==> config.mk <==
export PLATFORM = sky130hd
export DESIGN_NAME = bia_cell
export DESIGN_NICKNAME = d
export VERILOG_FILES = /design/src/hw/rtl/assert_macros.svh /design/src/hw/rtl/bia_pkg.sv /design/src/hw/rtl/bia_cell.sv
export SDC_FILE = /design/constraint.sdc
export NUM_CORES = 1
export LEC_CHECK = 0
export ABC_AREA = 1
export BUFFER_PORTS_ARGS = -buffer_cell sky130_fd_sc_hd__buf_4
export CAP_MARGIN = 40
export CORE_MARGIN = 2
export CORE_UTILIZATION = 47
export CTS_CLUSTER_SIZE = 10
export DETAILED_ROUTE_END_ITERATION = 8
export PLACE_DENSITY = 0.83
export SYNTH_ARGS = -nofsm -noshare
export SYNTH_HDL_FRONTEND = slang
export SYNTH_SLANG_ARGS = --single-unit
==> constraint.sdc <==
create_clock -name clk -period 0.81 [get_ports clk]
set_input_delay 0.162 -clock clk [delete_from_list [all_inputs] [get_ports clk]]
set_output_delay 0.162 -clock clk [all_outputs]
set_load 0.02 [all_outputs]
==> src/hw/rtl/assert_macros.svh <==
// Assertion helpers shared by the RTL files.
// Every check runs on the rising edge of clk and is disabled while rst_n is low.
`ifndef ASSERT_MACROS_SVH
`define ASSERT_MACROS_SVH

// Check a condition on every clock edge.
`define BIA_ASSERT(lbl, expr, msg) \
    lbl: assert property (@(posedge clk) disable iff (!rst_n) (expr)) else $error(msg);

// Check the consequent in the same cycle as the antecedent.
`define BIA_ASSERT_IMP(lbl, ante, cons, msg) \
    lbl: assert property (@(posedge clk) disable iff (!rst_n) (ante) |-> (cons)) \
        else $error(msg);

// Check the consequent in the cycle after the antecedent.
`define BIA_ASSERT_NXT(lbl, ante, cons, msg) \
    lbl: assert property (@(posedge clk) disable iff (!rst_n) (ante) |=> (cons)) \
        else $error(msg);

`endif

==> src/hw/rtl/bia_pkg.sv <==
package bia_pkg;

    // Pool geometry
    localparam int ID_COUNT   = 4096;
    localparam int WORD_BITS  = 32;
    localparam int BIT_W      = $clog2(WORD_BITS);
    localparam int WORD_COUNT = (ID_COUNT + WORD_BITS - 1) / WORD_BITS;
    localparam int WIDX_W     = (WORD_COUNT > 1) ? $clog2(WORD_COUNT) : 1;

    // Field widths
    localparam int ID_W  = 12;
    localparam int LIM_W = 13;
    localparam int ST_W  = 2;

    localparam logic [LIM_W-1:0] ID_COUNT_LIM = LIM_W'(ID_COUNT);
    localparam logic [LIM_W-1:0] LIMIT_RESET  = LIM_W'(4096);

    // Commands
    localparam logic CMD_ALLOC = 1'b0;
    localparam logic CMD_FREE  = 1'b1;

    // Status codes
    localparam logic [ST_W-1:0] ST_OK    = 2'd0;
    localparam logic [ST_W-1:0] ST_FULL  = 2'd1;
    localparam logic [ST_W-1:0] ST_RANGE = 2'd2;

    typedef logic [WORD_BITS-1:0] word_t;

    typedef struct packed {
        logic            command;
        logic [ID_W-1:0] id_value;
    } in_item_t;

    typedef struct packed {
        logic [ID_W-1:0] result_id;
        logic [ST_W-1:0] status;
    } out_item_t;

    // Search result of the head unit for the word now at the head of the ring
    typedef struct packed {
        logic             hit;
        logic [BIT_W-1:0] bit_idx;
    } head_res_t;

endpackage

==> src/hw/rtl/bia_cell.sv <==
module bia_cell (
    input  logic           clk,
    input  logic           rst_n,
    input  logic           shift_en,
    input  bia_pkg::word_t word_in,
    output bia_pkg::word_t word_out
);

    bia_pkg::word_t word_reg;
    bia_pkg::word_t word_next;

    // Take the neighbor's word on each ring step, hold otherwise
    assign word_next = shift_en ? word_in : word_reg;

    always_ff @(posedge clk or negedge rst_n)
    begin
        if (!rst_n)
        begin
            word_reg <= '0;
        end
        else
        begin
            word_reg <= word_next;
        end
    end

    assign word_out = word_reg;

endmodule

==> flow_summary.ini, run 1 <==
[job]
max_cap_viol_count = 0

[floorplanning]
initial_utilization_pct = 48.11
dieArea_sq_um = 3185
die_y_um = 56.44
io_pins = 67
row_count = 19
fp.coreArea_sq_um = 2686
fp.dieW_um = 56.44

[critical_path]
critPathMaxStageDelay_ns = 0.42
critPathTopFamily = flip-flops
worstPathRequired_ns = 0.65
cp_max_fo = 2
cp-end-kind = primary output
worst-path-buf-inv = 1
path_cells = buf_6
critPathKind = flop to primary output
crit_path_start_kind = flop
critPathArrivalTime_ns = 0.88
crit_slowest_cell = dfrtp_1

[outcome]
outcome = finished, violations left
violations = setup timing

[power_and_ir_drop]
power.switching_uw = 1075
p_int_uw = 2744
seq_power_share_pct = 48.3
combPwrFrac_pct = 27.4
clock_power_share_pct = 24.2
vdd_drop_max_mv = 1.478
p_sw_share_pct = 28.16
power_leakage_uw = 0.001205
power.density_nw_per_um2 = 1786

[logic_synthesis]
yosys_warnings = 0
syn_avg_cell_area_sq_um = 9.504
yosysMostFrequentCell = nand2_1
synth_commonest_cells = nand2_1, dfrtp_1, nand2_2, buf_6, clkbuf_8
syn_nets = 171
synthFlopType = dfrtp_1
async_reset_ff_share_pct = 100.0
synthCells = 136
synth_cell_type_count = 7
yosys-top-cells-area = dfrtp_1, nand2_1, nand2_2, clkbuf_8, buf_6
seq_area_frac_synth_pct = 61.96
synth_seq_cells = 32
synth_top_area_cell = dfrtp_1
synth_edf_count = 0
synth_top_area_share_pct = 61.96
synthesis.area_sq_um = 1292

[timing]
fmax_mhz = 955.9
finalHoldViolations = 0
worstMarginPinSlew_ns = 0.3926
setup_viol = 37
post-route-min-period_ns = 1.046
fin_crit_sh_pct = 129.2
fin_skew_ns = 0
max_slew_margin_pct = 73.83
hold_ws_ns = 0.02920
setup_slack_ns = -0.2362
rsz0062_at_grt = true
slew_violations = 0

[placed_design]
dpl.cell_count = 228
io_buffers = 66
dp_hpwl_mm = 2.072
globalplace.congestion = 0.7376
pre_cts_ws_ns = 0.08423

[route]
route.detailed.drc = 0
num_vias = 1180
wl_per_cell_um = 12.32
routed_via_density = 4.538
finalWirelength_mm = 3.203
drt_iter0_drc = 41
ant_nets = 0
dr.pass1.iters = 4

[grt]
track_usage_pct = 21.27
grt_overflow = 0
grt_pass1_vias = 1172
grt_pass1_wl_mm = 5.140
grt_start_max_net_pins = 33
antenna_found_initial = 0

[final_layout]
antenna_cells = 0
instances_no_fill = 260
syn2layout_area_growth_pct = 65.44
drive_above_1_share_pct = 48.03
nets = 263
largest_reg_flops = 32
fillers = 175

[clock_network]
tritoncts = done
root_buffer = clkbuf_4
cts_sinks = 32
clkLatencyLatePin_ns = 0.31
clockBufferDepth = 2
cts_buffers = 5
htreeDepth = 2
worst_setup_hold_path_clk_slew_ns = 0.09

[min_path]
worst_hold_path_type = primary input to flop
## cell families (layout without fill, tap and decap cells)
group | after synthesis | after routing | share of synthesized area, %
flip-flops | 32 | 32 | 61.96
buffers and inverters | 8 | 101 | 8.228
AND/OR/NAND/NOR | 96 | 96 | 29.82
## timing repair
action / 4_1_cts / 5_1_grt
endpoints found under the setup margin: 32 / 32
hold endpoints to repair: 32 / 0
gates resized for setup: 32 / 2
hold buffers: 1 / 0
setup buffers: 15 / 8
pin swaps: 0 / 0
## per-stage QoR
step	setup TNS [ns]	util [%]	power, uW	area, sq um
2_1_floorplan	0	-	2243	1292
3_3_place_gp	0	65.95	2627	1772
3_5_place_dp	0	65.95	2655	1772
4_1_cts	-7.242	77.18	3799	2073
5_1_grt	-8.460	79.60	4011	2138
6_report	-7.018	79.60	3819	2138
## power by group through the flow
stage          logic (uW)  registers (uW)  clock network (uW)
2_1_floorplan         216            2030                   0
3_3_place_gp          782            1850                   0
3_5_place_dp          801            1850                   0
4_1_cts               995            1840                 963
5_1_grt              1130            1860                1030
6_report             1050            1850                 925
## cell usage in the layout (no fill, tap or decap)
cell / instances
buf_12: 2
buf_4: 57
buf_6: 32
clkbuf_1: 2
clkbuf_4: 5
clkbuf_8: 1
dfrtp_1: 32
dlygate4sd3_1: 1
inv_8: 1
nand2_1: 84
nand2_2: 12
## final timing paths
kind                              startpoint            to  slack [ns]  cells after the start
min in group asynchronous              rst_n  word_out[25]        0.30                      2
worst min register to register  word_out[26]  word_out[26]        0.51                      2
worst min-delay path             word_in[30]  word_out[30]        0.03                      3
max in group asynchronous              rst_n   word_out[3]        0.21                      2
worst max register to register   word_out[6]   word_out[6]       -0.07                      4
worst max-delay path             word_out[6]   word_out[6]       -0.24                      1
## worst register-to-register path, cell delays in order (launching register included)
cell	delay, ns
dfrtp_1	0.42
buf_4	0.15
buf_4	0.12
nand2_2	0.05
nand2_1	0.04
## final cells by class
class	instances	area (sq um)	share of cell area (%)
Clock buffer	8	58.81	2.750
Sequential cell	32	800.8	37.45
Inverter	1	11.26	0.5266
Timing Repair Buffer	92	838.3	39.20
Multi-Input combinational cell	96	390.4	18.26
Tap cell	31	38.79	1.814
## per-layer routing
metal  up-vias  track usage (%)  routed length (um)
met2        45            36.21                1719
met3         9            7.604                 205
met1       536            24.77                1217
met5         -                0                   0
met4         0            7.143                  61
li1        590                -                   -
(Power assumes the default switching activity.)
==> run 2: changes to the inputs <==
- CORE_ASPECT_RATIO: default -> 1.2
- CTS_CLUSTER_DIAMETER: default -> 200
==> flow_summary.ini, run 2 (synthesis gave the netlist of run 1 again) <==
[outcome]
outcome = finished, violations left
violations = setup timing

[critical_path]
critPathArrivalTime_ns = 0.88
cp-end-kind = primary output
r2r_setup_slack_ns = -0.05
r2r-start = word_out[5]
r2r-end = word_out[5]
critPathMaxStageDelay_ns = 0.41
crit_slowest_cell = dfrtp_1
endpoint = word_out[9]
worstPathRequired_ns = 0.65
worst-path-buf-inv = 1
path_cells = buf_6
worst-path-stages = 1
cp_max_fo = 2
startpoint = word_out[9]
critPathTopFamily = flip-flops
crit_path_start_kind = flop
critPathKind = flop to primary output
reg2reg_depth = 4

[grt]
grt_start_max_net_pins = 33
grt_overflow = 0
grt_pass1_vias = 1235
track_usage_pct = 22.70
grt_pass1_wl_mm = 5.078
antenna_found_initial = 0

[route]
highest_layer = met4
route.met3.wl_um = 181
route.detailed.drc = 0
ant_nets = 0
finalWirelength_mm = 3.375
routed_via_density = 4.615
num_vias = 1209
wl_per_cell_um = 12.88
drt_iter0_drc = 10
route.met2.wl_mm = 1.845
dr.pass1.iters = 4
wl_met1_mm = 1.287

[floorplanning]
die_y_um = 61.45
row_count = 20
fp.coreArea_sq_um = 2577
dieArea_sq_um = 3187
io_pins = 67
initial_utilization_pct = 50.15
fp.dieW_um = 51.87

[power_and_ir_drop]
vdd_drop_max_mv = 1.604
p_sw_share_pct = 28.64
p_int_uw = 2721
seq_power_share_pct = 48.4
power_leakage_uw = 0.001206
fin_total_pwr_uw = 3814
power.density_nw_per_um2 = 1792
combPwrFrac_pct = 27.4
power.switching_uw = 1092
clock_power_share_pct = 24.2

[job]
max_cap_viol_count = 0

[timing]
fin_skew_ns = 0
fin_crit_sh_pct = 128.5
finalHoldViolations = 0
worstMarginPinSlew_ns = 0.3922
setup_viol = 38
setup_slack_ns = -0.2306
fmax_mhz = 961.0
final.setup.tns_ns = -6.978
max_slew_margin_pct = 73.85
slew_violations = 0
post-route-min-period_ns = 1.041
rsz0062_at_grt = true

[placed_design]
dp_hpwl_mm = 2.172
post_dp_cell_area_sq_um = 1762
globalplace.congestion = 0.6351
io_buffers = 66
dpl.cell_count = 230

[final_layout]
largest_reg_flops = 32
instances_no_fill = 262
final_core_util_pct = 82.57
drive_above_1_share_pct = 48.47
layout_common_cells = nand2_1, buf_4, buf_6, dfrtp_1, nand2_2
fillers = 154
nets = 263
layout_commonest_cell = nand2_1
design_area_sq_um = 2128
syn2layout_area_growth_pct = 64.67
antenna_cells = 0

[clock_network]
root_buffer = clkbuf_4
cts_sinks = 32
tritoncts = done
cts_buffers = 5
worst_setup_hold_path_clk_slew_ns = 0.10
clockBufferDepth = 2
clkLatencyLatePin_ns = 0.32
htreeDepth = 2

[min_path]
worst_hold_path_type = primary input to flop
==> run 2: changes by cell type in the layout (fill, tap and decap cells not counted), sizes merged <==
cell    delta
clkinv     +2
clkbuf     -2
==> run 2: layout make-up <==
class / instances / area [sq um] / share of cell area, %
Clock buffer: 6 / 51.30 / 2.410
Clock inverter: 2 / 10.01 / 0.4703
Inverter: 1 / 11.26 / 0.5291
Multi-Input combinational cell: 96 / 387.9 / 18.22
Sequential cell: 32 / 800.8 / 37.62
Tap cell: 33 / 41.29 / 1.940
Timing Repair Buffer: 92 / 825.8 / 38.80
==> run 2: per-layer routing <==
layer	track usage (%)	up-vias
met5	0	-
met4	13.91	0
met3	5.340	6
met2	40.87	48
met1	23.99	566
li1	-	589
==> run 2: how the worst min path moves through the flow <==
stage	slack, ns	start	endpoint	cells after the start
after floorplan	-0.13	rst_n	word_out[0]	0
after global placement	0.11	rst_n	word_out[7]	1
after detailed placement	0.12	rst_n	word_out[7]	1
after CTS	0.03	word_in[19]	word_out[19]	3
after global routing	0.02	word_in[23]	word_out[23]	3
final	0.04	word_in[19]	word_out[19]	3
==> run 2: timing repair <==
item | in CTS | in global routing
buffers inserted | 15 | 8
setup endpoints to repair | 32 | 32
resized for setup | 32 | 1
hold endpoints to repair | 32 | 0
pin swaps | 0 | 1
hold buffers | 1 | 0
==> run 2: per-stage QoR <==
| stage | worst slack (ns) | hold WS (ns) |
|---|---|---|
| after CTS | -0.2398 | 0.02685 |
| after global placement | 0.09140 | 0.1129 |
| final | -0.2306 | 0.03776 |
| after detailed placement | 0.05912 | 0.1176 |
| after global routing | -0.2760 | 0.02252 |
| after floorplan | 0.1285 | -0.1336 |
==> run 2: power groups by stage <==
| stage | clock network, uW | registers [uW] | logic, uW |
|---|---|---|---|
| after floorplan | 0 | 2030 | 216 |
| after global placement | 0 | 1850 | 775 |
| after detailed placement | 0 | 1860 | 797 |
| after CTS | 945 | 1840 | 992 |
| after global routing | 1020 | 1860 | 1130 |
| final | 924 | 1850 | 1040 |
==> run 3: changes to the inputs <==
- SETUP_SLACK_MARGIN: default -> 0.15
==> flow_summary.ini, run 3 (synthesis gave the netlist of run 1 again) <==
[clock_network]
worst_setup_hold_path_clk_slew_ns = 0.11
root_buffer = clkbuf_4
cts_sinks = 32
clkLatencyLatePin_ns = 0.34
clockBufferDepth = 2
tritoncts = done
cts_buffers = 5
htreeDepth = 2

[grt]
track_usage_pct = 24.86
grt_pass1_vias = 1218
grt_overflow = 0
grt_pass1_wl_mm = 5.526
antenna_found_initial = 0
grt_start_max_net_pins = 33

[floorplanning]
fp.coreArea_sq_um = 2577
die_y_um = 61.45
initial_utilization_pct = 50.15
io_pins = 67
row_count = 20
dieArea_sq_um = 3187
fp.dieW_um = 51.87

[critical_path]
worst-path-buf-inv = 1
critPathTopFamily = flip-flops
path_cells = buf_6
worstPathRequired_ns = 0.65
cp_max_fo = 2
crit_slowest_cell = dfrtp_2
critPathKind = flop to primary output
critPathMaxStageDelay_ns = 0.44
crit_path_start_kind = flop
critPathArrivalTime_ns = 0.92
cp-end-kind = primary output

[final_layout]
design_area_sq_um = 2266
nets = 258
drive_above_1_share_pct = 69.64
layout_common_cells = nand2_1, buf_6, buf_4
syn2layout_area_growth_pct = 75.31
largest_reg_flops = 32
antenna_cells = 0
layout_commonest_cell = nand2_1

[timing]
setup_slack_ns = -0.2709
fmax_mhz = 925.1
finalHoldViolations = 0
fin_skew_ns = 0
final.setup.tns_ns = -8.054
worstMarginPinSlew_ns = 0.2760
rsz0062_at_grt = true
setup_viol = 35
max_slew_margin_pct = 81.60
post-route-min-period_ns = 1.081
fin_crit_sh_pct = 133.4
slew_violations = 0

[route]
ant_nets = 0
num_vias = 1255
routed_via_density = 4.883
wl_per_cell_um = 15.51
dr.pass1.iters = 4
route.detailed.drc = 0
finalWirelength_mm = 3.987
drt_iter0_drc = 25

[power_and_ir_drop]
fin_total_pwr_uw = 4214
p_sw_share_pct = 28.33
vdd_drop_max_mv = 2.023
clock_power_share_pct = 28.4
power_leakage_uw = 0.001177
combPwrFrac_pct = 26.6
seq_power_share_pct = 45.0
power.density_nw_per_um2 = 1860
p_int_uw = 3020
power.switching_uw = 1194

[placed_design]
io_buffers = 66
post_dp_cell_area_sq_um = 1814
pre_cts_ws_ns = 0.02461
dp_hpwl_mm = 1.999
globalplace.congestion = 0.7033

[job]
max_cap_viol_count = 0

[outcome]
violations = setup timing
outcome = finished, violations left

[min_path]
worst_hold_path_type = primary input to flop
-- run 3: cell types whose count changed in the layout (fill, tap and decap cells not counted), sizes merged --
cell,change
buf,-5
bufinv,+1
clkinv,-1
-- run 3: path summary, 6_finish.rpt --
check / start / to / slack [ns] / cells after the start
worst max-delay path: word_out[31] / word_out[31] / -0.27 / 1
worst min-delay path: word_in[9] / word_out[9] / 0.01 / 3
worst max register to register: word_out[6] / word_out[6] / -0.05 / 4
worst min register to register: word_out[23] / word_out[23] / 0.50 / 2
max in group asynchronous: rst_n / word_out[25] / 0.26 / 2
min in group asynchronous: rst_n / word_out[9] / 0.30 / 2
-- run 3: routing by layer --
metal | share of wire, % | global-route usage, % | up-vias
met1 | 34 | 27.24 | 603
met5 | 0 | 0 | -
met3 | 5.1 | 8.010 | 13
li1 | - | - | 579
met2 | 58 | 43.58 | 60
met4 | 2.8 | 12.03 | 0
-- run 3: power groups by stage --
stage | Clock [uW] | Sequential, uW | Combinational (uW)
2_1_floorplan | 0 | 2060 | 216
3_3_place_gp | 0 | 1880 | 784
3_5_place_dp | 0 | 1880 | 798
4_1_cts | 1190 | 1870 | 994
5_1_grt | 1280 | 1910 | 1190
6_report | 1200 | 1900 | 1120
-- run 3: layout make-up --
type	instances	area [sq um]
multi-input cells	96	435.4
repair buffers	87	860.8
fillers	119	311.5
flip-flops and latches	32	840.8
inverters	1	11.26
clock buffers	6	41.29
clock inverters	2	35.03
well taps	33	41.29
-- run 3: through the flow --
stage          hold slack (ns)  util, %  instances
2_1_floorplan          -0.1336        -        136
3_3_place_gp            0.1112    70.39        230
3_5_place_dp            0.1160    70.39        230
4_1_cts                0.01120    82.67        253
5_1_grt               0.008878    87.91        257
6_report               0.01027    87.91        257
-- run 3: what timing repair did --
| action | CTS | global route |
|---|---|---|
| hold endpoints to repair | 32 | 0 |
| setup buffers | 14 | 4 |
| hold buffers | 1 | 0 |
| gates resized for setup | 34 | 34 |
| endpoints found under the setup margin | 32 | 93 |
| pin swaps | 1 | 8 |
