==> config.mk <==
export PLATFORM = sky130hd
export DESIGN_NAME = bia_head
export DESIGN_NICKNAME = d
export VERILOG_FILES = /design/src/hw/rtl/assert_macros.svh /design/src/hw/rtl/bia_pkg.sv /design/src/hw/rtl/bia_head.sv
export SDC_FILE = /design/constraint.sdc
export NUM_CORES = 1
export LEC_CHECK = 0
export BUFFER_PORTS_ARGS = -buffer_cell sky130_fd_sc_hd__buf_4
export CAP_MARGIN = 25
export CORE_UTILIZATION = 43
export DETAILED_ROUTE_END_ITERATION = 8
export PLACE_DENSITY_LB_ADDON = 0.2
export RECOVER_POWER = 25
export SYNTH_ARGS = -nofsm -noshare
export SYNTH_HDL_FRONTEND = slang
export SYNTH_SLANG_ARGS = --single-unit
export TNS_END_PERCENT = 50
==> constraint.sdc <==
create_clock -name vclk -period 2.9
set_input_delay 0.435 -clock vclk [all_inputs]
set_output_delay 0.435 -clock vclk [all_outputs]
set_load 0.01 [all_outputs]
==> src/hw/rtl/assert_macros.svh <==
// Assertion helpers shared by the RTL files.
// Every check runs on the rising edge of clk and is disabled while rst_n is low.
`ifndef ASSERT_MACROS_SVH
`define ASSERT_MACROS_SVH

// Check a condition on every clock edge.
`define BIA_ASSERT(lbl, expr, msg) \
    lbl: assert property (@(posedge clk) disable iff (!rst_n) (expr)) else $error(msg);

// Check the consequent in the same cycle as the antecedent.
`define BIA_ASSERT_IMP(lbl, ante, cons, msg) \
    lbl: assert property (@(posedge clk) disable iff (!rst_n) (ante) |-> (cons)) \
        else $error(msg);

// Check the consequent in the cycle after the antecedent.
`define BIA_ASSERT_NXT(lbl, ante, cons, msg) \
    lbl: assert property (@(posedge clk) disable iff (!rst_n) (ante) |=> (cons)) \
        else $error(msg);

`endif

==> src/hw/rtl/bia_pkg.sv <==
package bia_pkg;

    // Pool geometry
    localparam int ID_COUNT   = 4096;
    localparam int WORD_BITS  = 32;
    localparam int BIT_W      = $clog2(WORD_BITS);
    localparam int WORD_COUNT = (ID_COUNT + WORD_BITS - 1) / WORD_BITS;
    localparam int WIDX_W     = (WORD_COUNT > 1) ? $clog2(WORD_COUNT) : 1;

    // Field widths
    localparam int ID_W  = 12;
    localparam int LIM_W = 13;
    localparam int ST_W  = 2;

    localparam logic [LIM_W-1:0] ID_COUNT_LIM = LIM_W'(ID_COUNT);
    localparam logic [LIM_W-1:0] LIMIT_RESET  = LIM_W'(4096);

    // Commands
    localparam logic CMD_ALLOC = 1'b0;
    localparam logic CMD_FREE  = 1'b1;

    // Status codes
    localparam logic [ST_W-1:0] ST_OK    = 2'd0;
    localparam logic [ST_W-1:0] ST_FULL  = 2'd1;
    localparam logic [ST_W-1:0] ST_RANGE = 2'd2;

    typedef logic [WORD_BITS-1:0] word_t;

    typedef struct packed {
        logic            command;
        logic [ID_W-1:0] id_value;
    } in_item_t;

    typedef struct packed {
        logic [ID_W-1:0] result_id;
        logic [ST_W-1:0] status;
    } out_item_t;

    // Search result of the head unit for the word now at the head of the ring
    typedef struct packed {
        logic             hit;
        logic [BIT_W-1:0] bit_idx;
    } head_res_t;

endpackage

==> src/hw/rtl/bia_head.sv <==
module bia_head (
    input  bia_pkg::word_t                   word_in,
    input  logic [bia_pkg::WIDX_W-1:0]       word_idx,
    input  logic [bia_pkg::LIM_W-1:0]        lim,
    input  logic                             command,
    input  logic [bia_pkg::ID_W-1:0]         id_value,
    input  logic                             range_ok,
    input  logic                             already_found,
    output bia_pkg::head_res_t               res,
    output bia_pkg::word_t                   word_out
);

    localparam int HI_W = bia_pkg::LIM_W - bia_pkg::BIT_W;

    logic [HI_W-1:0]  lim_hi;
    logic [HI_W-1:0]  idx_ext;
    bia_pkg::word_t   in_limit;
    bia_pkg::word_t   avail;
    logic [bia_pkg::BIT_W-1:0] pick;
    logic             free_hit;

    function automatic logic [bia_pkg::BIT_W-1:0] BIT_W_CMP(input int b);
        BIT_W_CMP = bia_pkg::BIT_W'(b);
    endfunction

    assign lim_hi  = lim[bia_pkg::LIM_W-1:bia_pkg::BIT_W];
    assign idx_ext = HI_W'(word_idx);

    // Mask the bits of this word whose identifier is below the limit
    always_comb
    begin
        for (int b = 0; b < bia_pkg::WORD_BITS; b++)
        begin
            if (lim_hi > idx_ext)
            begin
                in_limit[b] = 1'b1;
            end
            else if (lim_hi == idx_ext)
            begin
                in_limit[b] = (BIT_W_CMP(b) < lim[bia_pkg::BIT_W-1:0]);
            end
            else
            begin
                in_limit[b] = 1'b0;
            end
        end
    end

    assign avail = ~word_in & in_limit;

    // Find the lowest free bit
    always_comb
    begin
        pick = '0;
        for (int b = bia_pkg::WORD_BITS - 1; b >= 0; b--)
        begin
            if (avail[b])
            begin
                pick = bia_pkg::BIT_W'(b);
            end
        end
    end

    assign res.hit     = (command == bia_pkg::CMD_ALLOC) && !already_found && (|avail);
    assign res.bit_idx = pick;

    assign free_hit = (command == bia_pkg::CMD_FREE) && range_ok
                      && (id_value[bia_pkg::ID_W-1:bia_pkg::BIT_W] ==
                          (bia_pkg::ID_W - bia_pkg::BIT_W)'(word_idx));

    // Set the allocated bit or clear the freed bit
    always_comb
    begin
        for (int b = 0; b < bia_pkg::WORD_BITS; b++)
        begin
            if (res.hit && (pick == bia_pkg::BIT_W'(b)))
            begin
                word_out[b] = 1'b1;
            end
            else if (free_hit && (id_value[bia_pkg::BIT_W-1:0] == bia_pkg::BIT_W'(b)))
            begin
                word_out[b] = 1'b0;
            end
            else
            begin
                word_out[b] = word_in[b];
            end
        end
    end

endmodule

==> results of run 1 <==
## per-stage QoR
| step | utilization | hold slack [ns] | setup slack, ns | setup TNS [ns] | area [sq um] |
|---|---|---|---|---|---|
| after global placement | 0.8677 | 1.206 | -0.4479 | -13.36 | 3571 |
| after detailed placement | 0.8677 | 1.206 | -0.5466 | -16.77 | 3571 |
| after floorplan | - | 1.006 | -0.1511 | -2.575 | 2291 |
| after CTS | 0.9684 | 1.211 | -0.4649 | -14.49 | 3985 |
## metal layers
metal / GRT usage / overflow
met1: 0.6614 / 0
met2: 0.9473 / 20
met3: 0.5921 / 1
met4: 0.8646 / 16
met5: 0.2125 / 0
## cell families after synthesis
family / Yosys count / share of synthesized area
compound gates: 150 / 0.5279
simple gates: 110 / 0.2994
buf+inv: 32 / 0.09454
xor+xnor: 7 / 0.03217
fa+ha+maj: 7 / 0.04596
## what timing repair did
item | in CTS
cloned | 4
gates resized for setup | 52
pin swaps | 16
setup endpoints to repair | 38
buffers inserted | 7
==> summary.md, run 1 <==
| Metric | Value |
|---|---|
| Cell row count | `23` |
| Initial Util | `0.4631` |
| Total grt overflow | `37` |
| Number of synthesis warnings | `0` |
| Synth area leaders | `o21ai_0 (13%), nand2_1 (5.7%), nor2_1 (4.7%)` |
| Die Wd | `between 60 and 70 um` |
| CTS Hold Bufs | `0` |
| Final Wtd Congestion | `between 1 and 1.5` |
| Yosys cell types | `63` |
| Outcome | `aborted with a tool error` |
| Yosys top cell area share | `0.1339` |
| Top post-synthesis cells by count | `o21ai_0 (51), nand2_1 (29), nor2_1 (24)` |
| Stop err | `[ERROR GRT-0116] Global routing finished with congestion. Check the congestion regions in the DRC Viewer.` |
| Most common cell in the synthesized netlist | `o21ai_0` |
| Total I/O pin count | `between 100 and 150` |
| Synth area leader | `o21ai_0` |
| Syn_nets | `between 300 and 400` |
| Stopping stage | `global routing` |
| Sequential fraction of the synthesis area | `0` |
| Cells after DPL | `approximately 500` |
| DIE HEIGHT | `just under 70 um` |
| Largest net degree at the start of global routing | `14` |
| Gr usage total | `0.7416` |
| First-pass GRT wire length | `25.41 mm` |
| Count of input and output buffers | `~110` |
| Hpwl dp | `around 8 mm` |
| Syn avg cell area | `roughly 6.2 sq um` |
| Synthesized area | `1906 sq um` |
| Post-Synthesis Cells | `roughly 300` |
| Vias in the first global route | `roughly 4,700` |
==> run 2, diff against run 1 <==
--- a/config.mk
+++ b/config.mk
@@ -7,9 +7,9 @@
 export LEC_CHECK = 0
 export BUFFER_PORTS_ARGS = -buffer_cell sky130_fd_sc_hd__buf_4
 export CAP_MARGIN = 25
-export CORE_UTILIZATION = 43
+export CORE_UTILIZATION = 30
 export DETAILED_ROUTE_END_ITERATION = 8
-export PLACE_DENSITY_LB_ADDON = 0.2
+export PLACE_DENSITY_LB_ADDON = 0.15
 export RECOVER_POWER = 25
 export SYNTH_ARGS = -nofsm -noshare
 export SYNTH_HDL_FRONTEND = slang
==> constraint.sdc (replaced) <==
create_clock -name vclk -period 3.77
set_input_delay 0.5655 -clock vclk [all_inputs]
set_output_delay 0.5655 -clock vclk [all_outputs]
set_load 0.01 [all_outputs]
==> run 2 against run 1 <==
Compared with the run above:
- the run now ends clean
- synthesized cell count unchanged
- synthesized area stayed put
==> summary.md, run 2 <==
| Metric | Value |
|---|---|
| Syn_nets | `380 (unchanged)` |
| CP max stage delay | `roughly 0.36 ns` |
| Final period utilization | `0.9839` |
| Overall Power | `0.4102 mW` |
| CP endpoint kind | `output port` |
| Hold Crit Class | `input pin to output port` |
| Die Wd | `81.70 um (was 68.57 um)` |
| Final worst setup slack | `~0.061 ns` |
| Total grt overflow | `0` |
| Worst path arrival time | `roughly 3.1 ns` |
| Count of input and output buffers | `105 (unchanged)` |
| Multi-input logic area | `about 2000 sq um` |
| Yosys top cell area share | `0.1339 (unchanged)` |
| Pwr dens | `119.2 nW/um^2` |
| Critical path peak fanout | `6` |
| Vias/cell | `5.954` |
| Clkbuf count | `0` |
| CP Launch Type | `input pin` |
| Hpwl dp | `7.493 mm (was 8.136 mm)` |
| Drt total wl | `just under 10 mm` |
| Cell row count | `28 (was 23)` |
| DRC | `0` |
| P_leak | `between 1 and 1.5 nW` |
| Sequential fraction of the synthesis area | `0 (unchanged)` |
| Post-Place Setup Slack | `-0.06766 ns (was -0.5466 ns)` |
| Initial antenna violation count | `0` |
| DIE HEIGHT | `81.70 um (was 68.57 um)` |
| Min cycle time layout | `approximately 3.7 ns` |
| Max Fclk | `269.6 MHz` |
| Routed vias | `3,132` |
| Most common cell in the synthesized netlist | `o21ai_0 (unchanged)` |
| Largest net degree at the start of global routing | `29` |
| Synth area leader | `o21ai_0 (unchanged)` |
| Iteration-0 DRC Markers | `approximately 240` |
| Gr usage total | `0.2722` |
| Max VDD drop | `roughly 0.054 mV` |
| Total I/O pin count | `105 (unchanged)` |
| Worst path most repeated cell | `buf_4` |
| Slew Limit Fails | `0` |
| Antenna Cells | `0` |
| Max-cap check violation count | `0` |
| Crit path buf inv count | `6` |
| Worst path cell trace | `buf_4, inv_2, ha_4, and4b_2, buf_12, clkbuf_16, a41oi_1, or2_1, nor3_4, a31oi_4, nor3_2, buf_4, nand3b_1, o21ai_1, buf_4` |
| Number of synthesis warnings | `0 (unchanged)` |
| Final Wtd Congestion | `0.9085 (was 1.028)` |
| Die ar. | `about 6700 sq um` |
| WS Path Type | `input pin to output port` |
| Hold path depth | `4` |
| CP Depth | `15` |
| Post-route ant nets | `0` |
| Fraction of layout cells with a size suffix above 1 | `0.4856` |
| Post-Synthesis Cells | `306 (unchanged)` |
| Setup Viol. Count Final | `0` |
| Most frequent cells in the layout | `buf_4 (154), o21ai_0 (38), nand2_1 (28)` |
| Pre-antenna DRT Iters | `5` |
| Critical Path End | `word_out[22]` |
| Worst Tran Pin Value | `0.6319 ns` |
| Setup_tns | `0 ns` |
| Initial Util | `0.3162 (was 0.4631)` |
| Hold_ws | `roughly 1.5 ns` |
| Synth area leaders | `o21ai_0 (13%), nand2_1 (5.7%), nor2_1 (4.7%) (unchanged)` |
| Vias in the first global route | `around 2,700` |
| First-pass GRT wire length | `between 10 and 15 mm` |
| Outcome | `finished clean (was aborted with a tool error)` |
| CP top delay family | `simple AND/OR/NAND/NOR gates` |
| CTS Hold Bufs | `0 (unchanged)` |
| Area Growth Syn to Fin | `80.56%` |
| Nets | `~530` |
| Worst Path Required | `about 3.2 ns` |
| Top post-synthesis cells by count | `o21ai_0 (51), nand2_1 (29), nor2_1 (24) (unchanged)` |
| Synthesized area | `1906 sq um (unchanged)` |
| Hold Fails Final Rpt | `0` |
| RSZ-0062 raised after global routing | `true` |
| Most common library cell in the layout ignoring fill and taps | `buf_4` |
| Yosys cell types | `63 (unchanged)` |
| Core region area | `around 6000 sq um` |
| Fillcell total | `around 600` |
| Seq Cell Count | `0` |
| Critical Path Slowest Stage Cell | `and4b_2` |
| Syn avg cell area | `6.227 sq um (unchanged)` |
| Worst setup startpoint | `word_idx[1]` |
| Storage cell area | `0 sq um` |
| DR WL/cell | `18.56 um` |
| Rel. slew slack | `0.5774` |
==> run 2: layer usage <==
| layer | part of all wire | up-vias | routed length, um | track usage |
|---|---|---|---|---|
| met1 | 0.43 | 1427 | 4210 | 0.4118 |
| met4 | 0.0097 | 0 | 95 | 0.02456 |
| met3 | 0.11 | 10 | 1037 | 0.01667 |
| met5 | 0 | - | 0 | 0 |
| li1 | - | 1491 | - | - |
| met2 | 0.45 | 204 | 4420 | 0.4308 |
==> run 2: worst min path at each step <==
stage / from / endpoint / slack (ns)
after global placement: word_in[0] / word_out[0] / 1.46
after floorplan: word_in[0] / word_out[0] / 1.27
after CTS: word_in[24] / word_out[24] / 1.48
final: word_in[24] / word_out[24] / 1.48
after global routing: word_in[31] / word_out[31] / 1.50
after detailed placement: word_in[24] / word_out[24] / 1.47
==> run 2: cell families (layout without fill, tap and decap cells) <==
| family | Yosys count | after routing | share of synthesized area |
|---|---|---|---|
| buf+inv | 32 | 177 | 0.09454 |
| fa+ha+maj | 7 | 7 | 0.04596 |
| compound gates | 150 | 150 | 0.5279 |
| xor+xnor | 7 | 7 | 0.03217 |
| simple gates | 110 | 110 | 0.2994 |
==> run 2: report_power, final <==
part	switching [mW]	total (mW)	internal, mW	leakage, nW
Sequential	0	0	0	0
Clock	0	0	0	0
Combinational	0.215	0.410	0.196	1.45
==> run 2: area by class of cell <==
type,count,share of cell area
inverter,15,0.01636
multi-input combinational,274,0.5775
tap,75,0.02727
timing repair buffer,162,0.3789
==> run 2: through the flow <==
stage / utilization / std cells / area (sq um)
final: 0.5710 / 526 / 3441
after global routing: 0.5710 / 526 / 3441
after CTS: 0.5081 / 517 / 3062
after detailed placement: 0.5060 / 517 / 3049
after global placement: 0.5060 / 517 / 3049
after floorplan: - / 306 / 1906
==> run 2: timing repair <==
action                                  in CTS  in global routing
endpoints found under the hold margin        0                  0
gates cloned                                 0                  3
resized for setup                            3                 65
buffers inserted                             0                  6
pin swaps                                    0                 22
endpoints found under the setup margin       6                 31
==> run 2: worst min-delay path: stages <==
cell     delay, ns
buf_4         0.09
o21ai_0       0.07
nand2_1       0.07
buf_4         0.11
Power figures use the tool's default switching activity.
==> run 3, diff against run 2 <==
--- a/config.mk
+++ b/config.mk
@@ -11,6 +11,7 @@
 export DETAILED_ROUTE_END_ITERATION = 8
 export PLACE_DENSITY_LB_ADDON = 0.15
 export RECOVER_POWER = 25
+export REMOVE_ABC_BUFFERS = 1
 export SYNTH_ARGS = -nofsm -noshare
 export SYNTH_HDL_FRONTEND = slang
 export SYNTH_SLANG_ARGS = --single-unit
==> run 3 against run 2 <==
Compared with the run above:
- cell count fell by 1.1%
- utilization decreased by 0.37 points
- highest routed layer unchanged
- global-route usage down 0.69 points
- fmax increased by 0.76%
- wire length is 3.9% higher
==> summary.md, run 3 (synthesis results as in run 2) <==
| Metric | Value |
|---|---|
| DRC | `0 (unchanged)` |
| Core region area | `6026 sq um (unchanged)` |
| DIE HEIGHT | `81.70 um (unchanged)` |
| Cell row count | `28 (unchanged)` |
| Vias/cell | `6.304 (was 5.954)` |
| Hold Startpoint | `word_in[0] (was word_in[24])` |
| First-pass GRT wire length | `13.68 mm (was 14.08 mm)` |
| Hold Fails Final Rpt | `0 (unchanged)` |
| Post-route ant nets | `0 (unchanged)` |
| Pwr dens | `121.3 nW/um^2 (was 119.2 nW/um^2)` |
| Total grt overflow | `0 (unchanged)` |
| Slew Limit Fails | `0 (unchanged)` |
| Fin util | `0.5673 (was 0.5710)` |
| Hold Crit Class | `input pin to output port (unchanged)` |
| Worst path most repeated cell | `buf_4 (unchanged)` |
| CP top delay family | `simple AND/OR/NAND/NOR gates (unchanged)` |
| Drt total wl | `10.15 mm (was 9.764 mm)` |
| Vias in the first global route | `2,692 (was 2,708)` |
| DR WL/cell | `19.51 um (was 18.56 um)` |
| Total I/O pin count | `105 (unchanged)` |
| Clkbuf count | `0 (unchanged)` |
| Hold path depth | `4 (unchanged)` |
| Gr usage total | `0.2653 (was 0.2722)` |
| Die ar. | `6675 sq um (unchanged)` |
| Endpoint of the worst hold path | `word_out[0] (was word_out[24])` |
| Seq Cell Count | `0 (unchanged)` |
| Max Fclk | `271.7 MHz (was 269.6 MHz)` |
| WS Path Type | `input pin to output port (unchanged)` |
| Min cycle time layout | `3.681 ns (was 3.709 ns)` |
| Max-cap check violation count | `0 (unchanged)` |
| Worst Tran Pin Value | `0.5498 ns (was 0.6319 ns)` |
| Count of input and output buffers | `105 (unchanged)` |
| Fin area | `3418 sq um (was 3441 sq um)` |
| Iteration-0 DRC Markers | `325 (was 235)` |
| Overall Power | `0.4148 mW (was 0.4102 mW)` |
| CP max stage delay | `0.43 ns (was 0.36 ns)` |
| Worst Path Required | `3.20 ns (about the same)` |
| Initial Util | `0.3162 (unchanged)` |
| CP Launch Type | `input pin (unchanged)` |
| Rel. slew slack | `0.6303 (was 0.5774)` |
| Setup_tns | `0 ns (unchanged)` |
| Most frequent cells in the layout | `buf_4 (149), o21ai_0 (43), nand2_1 (28) (was buf_4 (154), o21ai_0 (38), nand2_1 (28))` |
| Final std cells w/o fill | `520 (was 526)` |
| Worst path cell trace | `buf_4, inv_2, ha_4, and4b_4, buf_12, buf_6, o211ai_1, nand2_1, nand3b_1, o41a_1, nor2b_2, nand3b_1, buf_4, nand2_1, buf_4 (was buf_4, inv_2, ha_4, and4b_2, buf_12, clkbuf_16, a41oi_1, or2_1, nor3_4, a31oi_4, nor3_2, buf_4, nand3b_1, o21ai_1, buf_4)` |
| Hpwl dp | `7.368 mm (was 7.493 mm)` |
| Worst path arrival time | `3.12 ns (was 3.14 ns)` |
| Storage cell area | `0 sq um (unchanged)` |
| Largest net degree at the start of global routing | `26 (was 29)` |
| DP Area | `3004 sq um (was 3049 sq um)` |
| Final Wtd Congestion | `0.9194 (was 0.9085)` |
| Fraction of layout cells with a size suffix above 1 | `0.4764 (was 0.4856)` |
| Setup Viol. Count Final | `0 (unchanged)` |
| Initial antenna violation count | `0 (unchanged)` |
| Final period utilization | `0.9764 (was 0.9839)` |
| P_leak | `1.427 nW (was 1.446 nW)` |
| Cells after DPL | `511 (was 517)` |
| Die Wd | `81.70 um (unchanged)` |
| Pre-antenna DRT Iters | `6 (was 5)` |
| Critical path peak fanout | `6 (unchanged)` |
| Max VDD drop | `0.06311 mV (was 0.05413 mV)` |
| CTS Hold Bufs | `0 (unchanged)` |
| Area Growth Syn to Fin | `79.38% (was 80.56%)` |
| Nets | `521 (was 527)` |
| Antenna Cells | `0 (unchanged)` |
| Crit path buf inv count | `6 (unchanged)` |
| Routed vias | `3,278 (was 3,132)` |
| CP endpoint kind | `output port (unchanged)` |
| Outcome | `finished clean (unchanged)` |
| Most common library cell in the layout ignoring fill and taps | `buf_4 (unchanged)` |
| Critical Path Slowest Stage Cell | `o41a_1 (was and4b_2)` |
[run 3: cell count changes in the layout (fill, tap and decap cells not counted), moves of 3 or more]
cell,change
buf_4,-5
ha_4,+4
o21ai_2,-3
ha_1,-4
o21ai_0,+5
[run 3: routing by layer]
layer  track usage  share of wire
met2        0.4500           0.46
met5             0              0
met4       0.03158          0.026
met1        0.3784           0.42
met3       0.01000          0.095
[run 3: worst max path at each step]
stage,from,to,slack [ns],cells past startpoint
5_1_grt,word_idx[3],word_out[22],-0.04,14
6_report,word_idx[1],word_out[28],0.09,15
3_5_place_dp,word_idx[6],word_out[31],-0.05,14
2_1_floorplan,word_idx[6],word_out[10],-0.03,11
3_3_place_gp,word_idx[5],word_out[31],0.01,14
4_1_cts,word_idx[2],word_out[1],0.002,14
[run 3: final cells by class]
cell class	count	area [sq um]
well taps	75	93.84
multi-input cells	274	2012
inverters	15	56.30
fillers	614	2608
repair buffers	156	1256
[run 3: report_power, final]
group          internal, mW  switching [mW]
clock                     0               0
combinational         0.196           0.218
sequential                0               0
total                 0.196           0.218
[run 3: stage by stage]
stage	hold WS, ns	worst slack [ns]
3_5_place_dp	1.464	-0.04747
3_3_place_gp	1.468	0.01027
2_1_floorplan	1.267	-0.02600
4_1_cts	1.466	0.002429
5_1_grt	1.470	-0.04407
6_report	1.470	0.08879
[run 3: timing repair]
action | CTS | global route
gates cloned | 0 | 4
buffers inserted | 0 | 5
resized for setup | 3 | 57
endpoints found under the setup margin | 14 | 29
pin swaps | 3 | 22
[run 3: tightest hold or removal path, stage by stage]
cell and delay, ns:
buf_4 0.09, o21ai_0 0.07, nand2_1 0.07, buf_4 0.11
==> run 4, diff against run 3 <==
==> constraint.sdc (replaced) <==
create_clock -name vclk -period 3.71
set_input_delay 0.5565 -clock vclk [all_inputs]
set_output_delay 0.5565 -clock vclk [all_outputs]
set_load 0.01 [all_outputs]
==> run 4 against run 3 <==
Compared with the run above:
- sequential cell count is the same
- worst setup slack lost 0.041 ns
- via count shrank 4.1%
- hold slack lost 0.0076 ns
- wire length shrank 2.3%
- cell count grew 1.9%
- global-route usage grew 0.54 points
- design area grew 6.3%
- power grew 8.2%
- non-clock buffer count grew 10
- die area is the same
==> summary.md, run 4 (synthesis results as in run 2) <==
| Metric | Value |
|---|---|
| Outcome | `finished clean (unchanged)` |
| Max VDD drop | `0.06416 mV (was 0.06311 mV)` |
| CP max stage delay | `0.35 ns (was 0.43 ns)` |
| Cells after DPL | `519 (was 511)` |
| DIE HEIGHT | `81.70 um (unchanged)` |
| Storage cell area | `0 sq um (unchanged)` |
| Post-Place Setup Slack | `-0.2219 ns (was -0.04747 ns)` |
| Hpwl dp | `7.534 mm (was 7.368 mm)` |
| Final worst setup slack | `0.04731 ns (was 0.08879 ns)` |
| Worst Path Required | `3.15 ns (was 3.20 ns)` |
| P_leak | `1.492 nW (was 1.427 nW)` |
| Gr usage total | `0.2707 (was 0.2653)` |
| Iteration-0 DRC Markers | `277 (was 325)` |
| Max-cap check violation count | `0 (unchanged)` |
| Clkbuf count | `0 (unchanged)` |
| Die Wd | `81.70 um (unchanged)` |
| Cell row count | `28 (unchanged)` |
| Worst path arrival time | `3.11 ns (was 3.12 ns)` |
| Vias in the first global route | `2,836 (was 2,692)` |
| Total I/O pin count | `105 (unchanged)` |
| Pwr dens | `123.5 nW/um^2 (was 121.3 nW/um^2)` |
| CTS Hold Bufs | `0 (unchanged)` |
| Routed vias | `3,144 (was 3,278)` |
| Antenna Cells | `0 (unchanged)` |
| Total grt overflow | `0 (unchanged)` |
| Crit path buf inv count | `5 (was 6)` |
| Hold_ws | `1.462 ns (was 1.470 ns)` |
| Area Growth Syn to Fin | `90.68% (was 79.38%)` |
| Final Wtd Congestion | `0.9135 (was 0.9194)` |
| Critical path peak fanout | `8 (was 6)` |
| Final std cells w/o fill | `530 (was 520)` |
| Most frequent cells in the layout | `buf_4 (145), o21ai_0 (36), nand2_1 (26) (was buf_4 (149), o21ai_0 (43), nand2_1 (28))` |
| Min cycle time layout | `between 3 and 4 ns` |
| Initial Util | `0.3162 (unchanged)` |
| Fin area | `3633 sq um (was 3418 sq um)` |
| Vias/cell | `5.932 (was 6.304)` |
| Worst Tran Pin Value | `0.6967 ns (was 0.5498 ns)` |
| Post-route ant nets | `0 (unchanged)` |
| Slew Limit Fails | `0 (unchanged)` |
| First-pass GRT wire length | `14.00 mm (was 13.68 mm)` |
| Core region area | `6026 sq um (unchanged)` |
| Rel. slew slack | `0.5341 (was 0.6303)` |
| Critical Path Slowest Stage Cell | `a32oi_4 (was o41a_1)` |
| Initial antenna violation count | `1 (was 0)` |
| Max Fclk | `between 200 and 300 MHz` |
| Drt total wl | `9.909 mm (was 10.15 mm)` |
| Die ar. | `6675 sq um (unchanged)` |
| CP top delay family | `compound AO/OA/AOI/OAI gates (was simple AND/OR/NAND/NOR gates)` |
| Pre-antenna DRT Iters | `6 (unchanged)` |
| Final period utilization | `0.9872` |
| Nets | `531 (was 521)` |
| CP Launch Type | `input pin (unchanged)` |
| Setup Viol. Count Final | `0 (unchanged)` |
| Hold Crit Class | `input pin to output port (unchanged)` |
| Most common library cell in the layout ignoring fill and taps | `buf_4 (unchanged)` |
| Overall Power | `0.4487 mW (was 0.4148 mW)` |
| Worst path cell trace | `buf_8, inv_4, ha_4, and4b_4, buf_6, a41oi_4, buf_4, nor2b_1, a211oi_2, o21ai_1, a32oi_4, nand2_8, o21ai_2, buf_4 (was buf_4, inv_2, ha_4, and4b_4, buf_12, buf_6, o211ai_1, nand2_1, nand3b_1, o41a_1, nor2b_2, nand3b_1, buf_4, nand2_1, buf_4)` |
| Hold Fails Final Rpt | `0 (unchanged)` |
| DR WL/cell | `18.70 um (was 19.51 um)` |
| RSZ-0062 raised after global routing | `true` |
| WS Path Type | `input pin to output port (unchanged)` |
| Largest net degree at the start of global routing | `22 (was 26)` |
| CP endpoint kind | `output port (unchanged)` |
| DP Area | `3039 sq um (was 3004 sq um)` |
| Seq Cell Count | `0 (unchanged)` |
| Fraction of layout cells with a size suffix above 1 | `0.5297 (was 0.4764)` |
| Worst path most repeated cell | `buf_4 (unchanged)` |
| DRC | `0 (unchanged)` |
| Count of input and output buffers | `105 (unchanged)` |
[run 4: cell types whose count changed in the layout (fill, tap and decap cells not counted), moves of 4 or more]
| cell | delta |
|---|---|
| o21ai_2 | +9 |
| inv_1 | -4 |
| buf_6 | +18 |
| o21ai_0 | -7 |
| buf_4 | -4 |
| a41oi_1 | -4 |
[run 4: final timing paths]
| check | start | to | slack [ns] | depth (start not counted) |
|---|---|---|---|---|
| min | word_in[24] | word_out[24] | 1.46 | 4 |
| max | word_idx[6] | word_out[25] | 0.05 | 14 |
[run 4: per-stage QoR]
stage | setup TNS, ns | util
after floorplan | -0.7407 | -
after global placement | -3.123 | 0.5044
after detailed placement | -4.132 | 0.5044
after CTS | 0 | 0.5145
after global routing | -0.2482 | 0.6030
final | 0 | 0.6030
[run 4: repair_timing]
| item | in CTS | in global routing |
|---|---|---|
| pin swaps | 5 | 45 |
| setup endpoints to repair | 26 | 27 |
| resized for setup | 11 | 109 |
| buffers inserted | 3 | 8 |
[run 4: report_power, final]
part           switching, mW  leakage [nW]  internal (mW)  total, mW
Combinational          0.232          1.49          0.216      0.449
Sequential                 0             0              0          0
Clock                      0             0              0          0
[run 4: area by class of cell]
cell class         count  area (sq um)
multi-input cells    274          2150
well taps             75         93.84
fillers              584          2392
inverters             15         61.31
repair buffers       166          1329
[run 4: per-layer routing]
layer  track usage  share of wire  routed length (um)
met1        0.3813           0.42                4206
met2        0.4450           0.47                4636
met3       0.01778          0.087                 866
met4       0.06316          0.019                 187
met5             0         0.0013                  13
